`config.mk`:
```
export PLATFORM = sky130hd
export DESIGN_NAME = qyh_prep
export DESIGN_NICKNAME = d
export VERILOG_FILES = /design/src/qyh_pkg.sv /design/src/qyh_prep.sv
export SDC_FILE = /design/constraint.sdc
export NUM_CORES = 2
export LEC_CHECK = 0
export BUFFER_PORTS_ARGS = -buffer_cell sky130_fd_sc_hd__clkbuf_2
export CAP_MARGIN = 40
export CORE_MARGIN = 8
export CORE_UTILIZATION = 45
export CTS_CLUSTER_SIZE = 40
export DETAILED_ROUTE_END_ITERATION = 8
export SETUP_SLACK_MARGIN = 0.1
export SYNTH_ARGS = -nofsm -noshare
export SYNTH_HDL_FRONTEND = slang
export SYNTH_SLANG_ARGS = --single-unit
```
`constraint.sdc`:
```
create_clock -name clk -period 4.6 [get_ports clk]
set_clock_uncertainty 0.1 [all_clocks]
set_input_delay 0.46 -clock clk [delete_from_list [all_inputs] [get_ports clk]]
set_output_delay 0.46 -clock clk [all_outputs]
set_load 0.005 [all_outputs]
```
`src/qyh_pkg.sv`:
```
package qyh_pkg;

    localparam int unsigned QUAT_W    = 16;
    localparam int unsigned PROD_W    = 32;
    localparam int unsigned XY_W      = 36;  // covers CORDIC gain on 2^33 vectors
    localparam int unsigned Z_W       = 28;  // Q24 angle, |z| < 2^27
    localparam int unsigned YAW_W     = 16;
    localparam int unsigned HEAD_W    = 17;
    localparam int unsigned MAX_STEPS = 24;
    localparam int unsigned CORDIC_STEPS_DEFAULT = 16;

    localparam logic signed [XY_W-1:0] ONE_Q28 = XY_W'(1) <<< 28;
    localparam logic signed [Z_W-1:0]  PI_Q24  = Z_W'(52707179);
    localparam logic signed [Z_W-1:0]  ROUND_Q24_TO_Q13 = Z_W'(1024);
    localparam int unsigned            Q13_SHIFT = 11;
    localparam int unsigned            Q_W = Z_W - Q13_SHIFT;
    localparam logic signed [Q_W-1:0]  YAW_LIMIT = Q_W'(25736);

    localparam logic signed [Z_W-1:0] ATAN_LO [8] = '{
        Z_W'(13176795), Z_W'(7778716), Z_W'(4110060), Z_W'(2086331),
        Z_W'(1047214),  Z_W'(524117),  Z_W'(262123),  Z_W'(131069)
    };

    typedef struct packed {
        logic signed [XY_W-1:0] x;
        logic signed [XY_W-1:0] y;
        logic signed [Z_W-1:0]  z;
    } cordic_vec_t;

    // atan(2^-i) in Q24, rounded; exact power of two from step 8 on
    function automatic logic signed [Z_W-1:0] atan_q24(input int unsigned i);
        logic signed [Z_W-1:0] r;
        if (i < 8)
        begin
            r = ATAN_LO[i[2:0]];
        end
        else
        begin
            r = Z_W'(1) <<< (MAX_STEPS - i);
        end
        return r;
    endfunction

endpackage

```
`src/qyh_prep.sv`:
```
module qyh_prep (
    input  logic                        clk,
    input  logic                        rst_n,
    input  logic                        start,
    input  logic signed [15:0]          quat_i,
    input  logic signed [15:0]          quat_j,
    input  logic signed [15:0]          quat_k,
    input  logic signed [15:0]          quat_real,
    output qyh_pkg::cordic_vec_t        vec_reg,
    output logic                        vld_reg,
    output logic                        zero_reg
);
    import qyh_pkg::*;

    logic signed [PROD_W-1:0] p_rk_reg, p_ij_reg, p_jj_reg, p_kk_reg;
    logic                     vld1_reg;

    logic signed [XY_W-1:0]   y_raw, x_raw;
    cordic_vec_t              vec_next;
    logic                     zero_next;

    // stage 1: the four products
    always_ff @(posedge clk or negedge rst_n)
    begin
        if (!rst_n)
        begin
            vld1_reg <= 1'b0;
        end
        else
        begin
            vld1_reg <= start;
        end
    end

    always_ff @(posedge clk)
    begin
        if (start)
        begin
            p_rk_reg <= quat_real * quat_k;
            p_ij_reg <= quat_i * quat_j;
            p_jj_reg <= quat_j * quat_j;
            p_kk_reg <= quat_k * quat_k;
        end
    end

    // stage 2: Q28 vector, folded into the right half-plane
    always_comb
    begin
        y_raw = (XY_W'(p_rk_reg) + XY_W'(p_ij_reg)) <<< 1;
        x_raw = ONE_Q28 - ((XY_W'(p_jj_reg) + XY_W'(p_kk_reg)) <<< 1);
        zero_next = (x_raw == '0) && (y_raw == '0);
        if (x_raw[XY_W-1])
        begin
            vec_next.x = -x_raw;
            vec_next.y = -y_raw;
            vec_next.z = y_raw[XY_W-1] ? -PI_Q24 : PI_Q24;
        end
        else
        begin
            vec_next.x = x_raw;
            vec_next.y = y_raw;
            vec_next.z = '0;
        end
    end

    always_ff @(posedge clk or negedge rst_n)
    begin
        if (!rst_n)
        begin
            vld_reg <= 1'b0;
        end
        else
        begin
            vld_reg <= vld1_reg;
        end
    end

    always_ff @(posedge clk)
    begin
        if (vld1_reg)
        begin
            vec_reg  <= vec_next;
            zero_reg <= zero_next;
        end
    end

endmodule

```
-- Word-level counts from Yosys, hierarchy flattened
Cells that the tools add are included.
- flip-flop bits (word level): 231
- logic and storage cells: 26
- muxes and demuxes: 2
- $add $sub $neg: 5
- reductions and logical operators: 3
- $mul: 4
- operator list (kind ; number):
    $mul A16 B16 Y32 ; 4
    $mux W99 ; 1
    $logic_not A36 Y1 ; 2
    $add A32 B32 Y33 ; 2
    $neg A34 Y36 ; 1
    $neg A35 Y36 ; 1
    $sub A30 B34 Y35 const A ; 1
    $mux W28 ; 1
    $logic_and A1 B1 Y1 ; 1

-- Longest topological paths before layout
- depth after elaboration: 4
- gate-level depth with buffers: 29
- mapped depth without buffers: 28

-- Worst setup path before layout
OpenSTA, ideal clock, no wires.
- path kind: input port to flip-flop
- start: in quat_k[4]
- end: reg p_rk_reg[30] (data pin)
- data required time: 4.242 ns
- setup slack: -2.377 ns
- data arrival time: 6.619 ns
- stages on the path: 26
- path through: clkbuf_1 > clkbuf_1 > nand2_1 > fa_1 > inv_1 > fa_1 > ha_1 > fa_1 > inv_1 > fa_1 > fa_1 > inv_1 > ha_1 > o21a_1 > o21a_1 > o21a_1 > nor2_1 > o31ai_1 > a2111oi_0 > o21ai_0 > a21oi_1 > o21ai_0 > and4_1 > a2111oi_0 > o2bb2ai_1 > xnor2_1
- word-level cells in the longest chain between the ends: 1
- RTL lines (element ; RTL line ; source):
    start: declaration ; qyh_prep.sv:7 ; input logic signed [15:0] quat_k,
    $mul A16 B16 Y32 ; qyh_prep.sv:39 ; p_rk_reg <= quat_real * quat_k;
    end signal: assignment ; qyh_prep.sv:39 ;
    end: declaration ; qyh_prep.sv:15 ; logic signed [PROD_W-1:0] p_rk_reg, p_ij_reg, p_jj_reg, p_kk_reg;
No other way between the ends.
A chain may end at the register's enable or synchronous reset.

-- Final worst setup path
- start: in quat_j[5]
- end: reg p_jj_reg[31] (data pin)
- word-level cells in the longest chain between the ends: 1
- RTL lines (element ; RTL line ; source):
    start: declaration ; qyh_prep.sv:6 ; input logic signed [15:0] quat_j,
    $mul A16 B16 Y32 ; qyh_prep.sv:41 ; p_jj_reg <= quat_j * quat_j;
    end signal: assignment ; qyh_prep.sv:41 ;
    end: declaration ; qyh_prep.sv:15 ;
No other way between the ends.

==> run metrics <==
DP HPWL=111000 um; critical path type=in2reg; fillers=9432; ANT nets after route=0; Area Growth Syn to Fin=28.9%; Clk Tree Root Cell=clkbuf_16; outcome=complete, but fails checks; critical path fanouts, max=8; r2r worst-path depth=18; RR Endpoint=zero_reg; Worst-path clk slew=0.06 ns; min Tclk post-route=6.18 ns; grt peak-use layer=met2; Top FF cell, synth=edfxtp_1; Clock Path Buffers=3; RSZ-0062 raised after global routing=yes; DRC Markers=0; die footprint=0.120 sq mm; via count=38100; largest net degree at the start of global routing=94; Core Area=0.109 sq mm; Post-synth EDFFs=200; CTS sink cnt=202; drt pass-1 iters=7; CTS tree=built; IO Pins=between 150 and 200; vias in the first global route=41600; yosys warns=0; Die W=347 um; first-pass GRT wire length=212000 um; ys async rst share=0.00990; fraction of final layout cells sized beyond drive strength 1=0.287; Post-Syn Instances=5177; max-slew violations=0; Req. time, crit path=4.81 ns; Synth Register Bits=202; area of the mapped netlist=0.0492 sq mm; Setup crit start kind=input port; met2 usage=0.395; commonest cells after routing, fill and taps aside=1177 x inv_1, 943 x fa_1, 902 x buf_4; R2R Setup Slk=-0.40 ns; sequential share of the synthesized area=0.123; Avg WL per Cell=17.0 um; clock buffer count from CTS=22; initial antenna violation count=7; final worst slack=-1.58 ns; Synth cell types=84; gr usage total=0.216; Final TNS setup=-71.24 ns; met1 GRT Util=0.279; crit path max-delay cell type=fa_2; reg2reg start=p_rk_reg[0]; Final Net Count=roughly 7700; MaxCap Viol Count=0; commonest non-fill, non-tap cell in the layout=inv_1; origin of the worst setup path=quat_j[5]; worst-skew pair later-pin latency=0.55 ns; WL final=129000 um; slowest stage delay, CP=0.53 ns; Congestion Overflow GR=0; max reg flops=73; fraction of the cycle the final worst path needs=1.34; final hold violation count=0; Slew HR=0.505; Setup crit end=p_jj_reg[31]; H-tree level count=1; Peak Freq=0.162 GHz; routed vias/inst=4.99; Final setup viols=85; row count=121; failing checks=negative setup slack; CP arrival=6.38 ns; worst slew pin tran=roughly 0.73 ns; PortBufs=166; global routing usage on met3=0.0216; Synth Area per Inst=approximately 9.5 sq um; Critical Path Sink Type=flop; RePlAce Congestion=0.885; Detailed Route Iter0 Violations=1644; Starting Density=0.453; Hold Path Class=in2reg; die height=347 um
-- what timing repair did --
action | CTS | global route
gates cloned | 2 | 5
pin swaps | 165 | 158
endpoints found under the hold margin | 2 | 0
buffers inserted | 62 | 55
setup endpoints to repair | 156 | 161
gates resized for setup | 336 | 321
hold buffers | 1 | 0
-- cell families (layout without fill, tap and decap cells) --
logic type | Yosys count | in the layout | synth area share
other cells | 1 | 5 | 0.0000762
flops | 202 | 202 | 0.123
fa+ha+maj | 1409 | 1409 | 0.510
simple gates | 1300 | 1300 | 0.130
buf+inv | 1433 | 2473 | 0.112
compound gates | 530 | 530 | 0.0713
xor+xnor | 299 | 299 | 0.0535
mux | 3 | 3 | 0.000610
-- worst min path at each step --
stage	from	end	cells after the start
2_1_floorplan	rst_n	vld1_reg	0
6_report	start	p_jj_reg[26]	1
3_5_place_dp	rst_n	vld_reg	1
3_3_place_gp	rst_n	vld_reg	1
4_1_cts	rst_n	vld1_reg	2
5_1_grt	start	p_jj_reg[24]	1
-- layout make-up --
class                   instances  area [sq um]  share of cell area
diodes                          1          2.50           0.0000395
clock buffers                  26           576             0.00908
clock inverters                13           131             0.00207
inverters                    1244          4690              0.0740
multi-input cells            3545         40400               0.637
flip-flops and latches        202          6060              0.0955
well taps                    1414          1770              0.0279
repair buffers               1190          9770               0.154
-- metrics by stage --
step / cell area (sq um) / utilization / hold WS, ns / setup slack (ns) / cells
2_1_floorplan: 50900 / - / 0.0644 / -1.85 / 5180
5_1_grt: 63400 / 0.583 / 0.107 / -1.81 / 7634
4_1_cts: 61800 / 0.569 / 0.0964 / -1.49 / 7596
3_5_place_dp: 59200 / 0.544 / 0.152 / -2.25 / 7494
3_3_place_gp: 59100 / 0.544 / 0.152 / -2.31 / 7493
6_report: 63400 / 0.583 / 0.123 / -1.58 / 7635
-- per-layer routing --
metal,up-vias,share of wire
met5,-,0.00010
met4,2,0.024
met3,165,0.037
met2,653,0.51
met1,19400,0.43
li1,17900,-
-- Yosys cell counts, drive strengths merged (4+ instances only) --
| library cell | count | area [sq um] |
|---|---|---|
| o31ai | 22 | 170 |
| a211oi | 17 | 133 |
| nand2b | 37 | 231 |
| a31o | 15 | 131 |
| clkbuf | 153 | 574 |
| o21bai | 20 | 150 |
| o21ai | 107 | 539 |
| and2 | 321 | 2010 |
| ha | 416 | 5200 |
| nand3 | 45 | 225 |
| or2 | 25 | 156 |
| nor3 | 50 | 250 |
| a31oi | 18 | 113 |
| a41o | 4 | 40.0 |
| edfxtp | 200 | 6010 |
| a21o | 64 | 480 |
| a2111oi | 11 | 103 |
| o21a | 22 | 165 |
| o311ai | 6 | 52.6 |
| and3 | 32 | 200 |
| nor2b | 23 | 144 |
| a21oi | 146 | 734 |
| inv | 1242 | 4660 |
| buf | 36 | 258 |
| xor2 | 72 | 631 |
| nand2 | 477 | 1790 |
| a211o | 9 | 78.8 |
| nand4 | 12 | 75.1 |
| xnor2 | 226 | 1980 |
| a2111o | 5 | 56.3 |
| o211ai | 14 | 105 |
| fa | 993 | 19900 |
| o2111ai | 4 | 35.0 |
| and4 | 6 | 52.6 |
| nor2 | 213 | 800 |
| a21boi | 8 | 60.1 |
| or4 | 4 | 30.0 |
| nor4 | 10 | 62.6 |
| nand3b | 8 | 60.1 |
| or3 | 20 | 130 |
| o31a | 7 | 61.3 |
-- worst max-delay path: cells and delay by family --
family / cells / cell delay, ns
buf+inv: 9 / 0.81
compound gates: 6 / 1.43
simple gates: 4 / 0.51
xor+xnor: 1 / 0.08
fa+ha+maj: 7 / 3.06
Power is not shown: default switching activity piles up to over one toggle a cycle in this logic, so the estimate is an artifact.
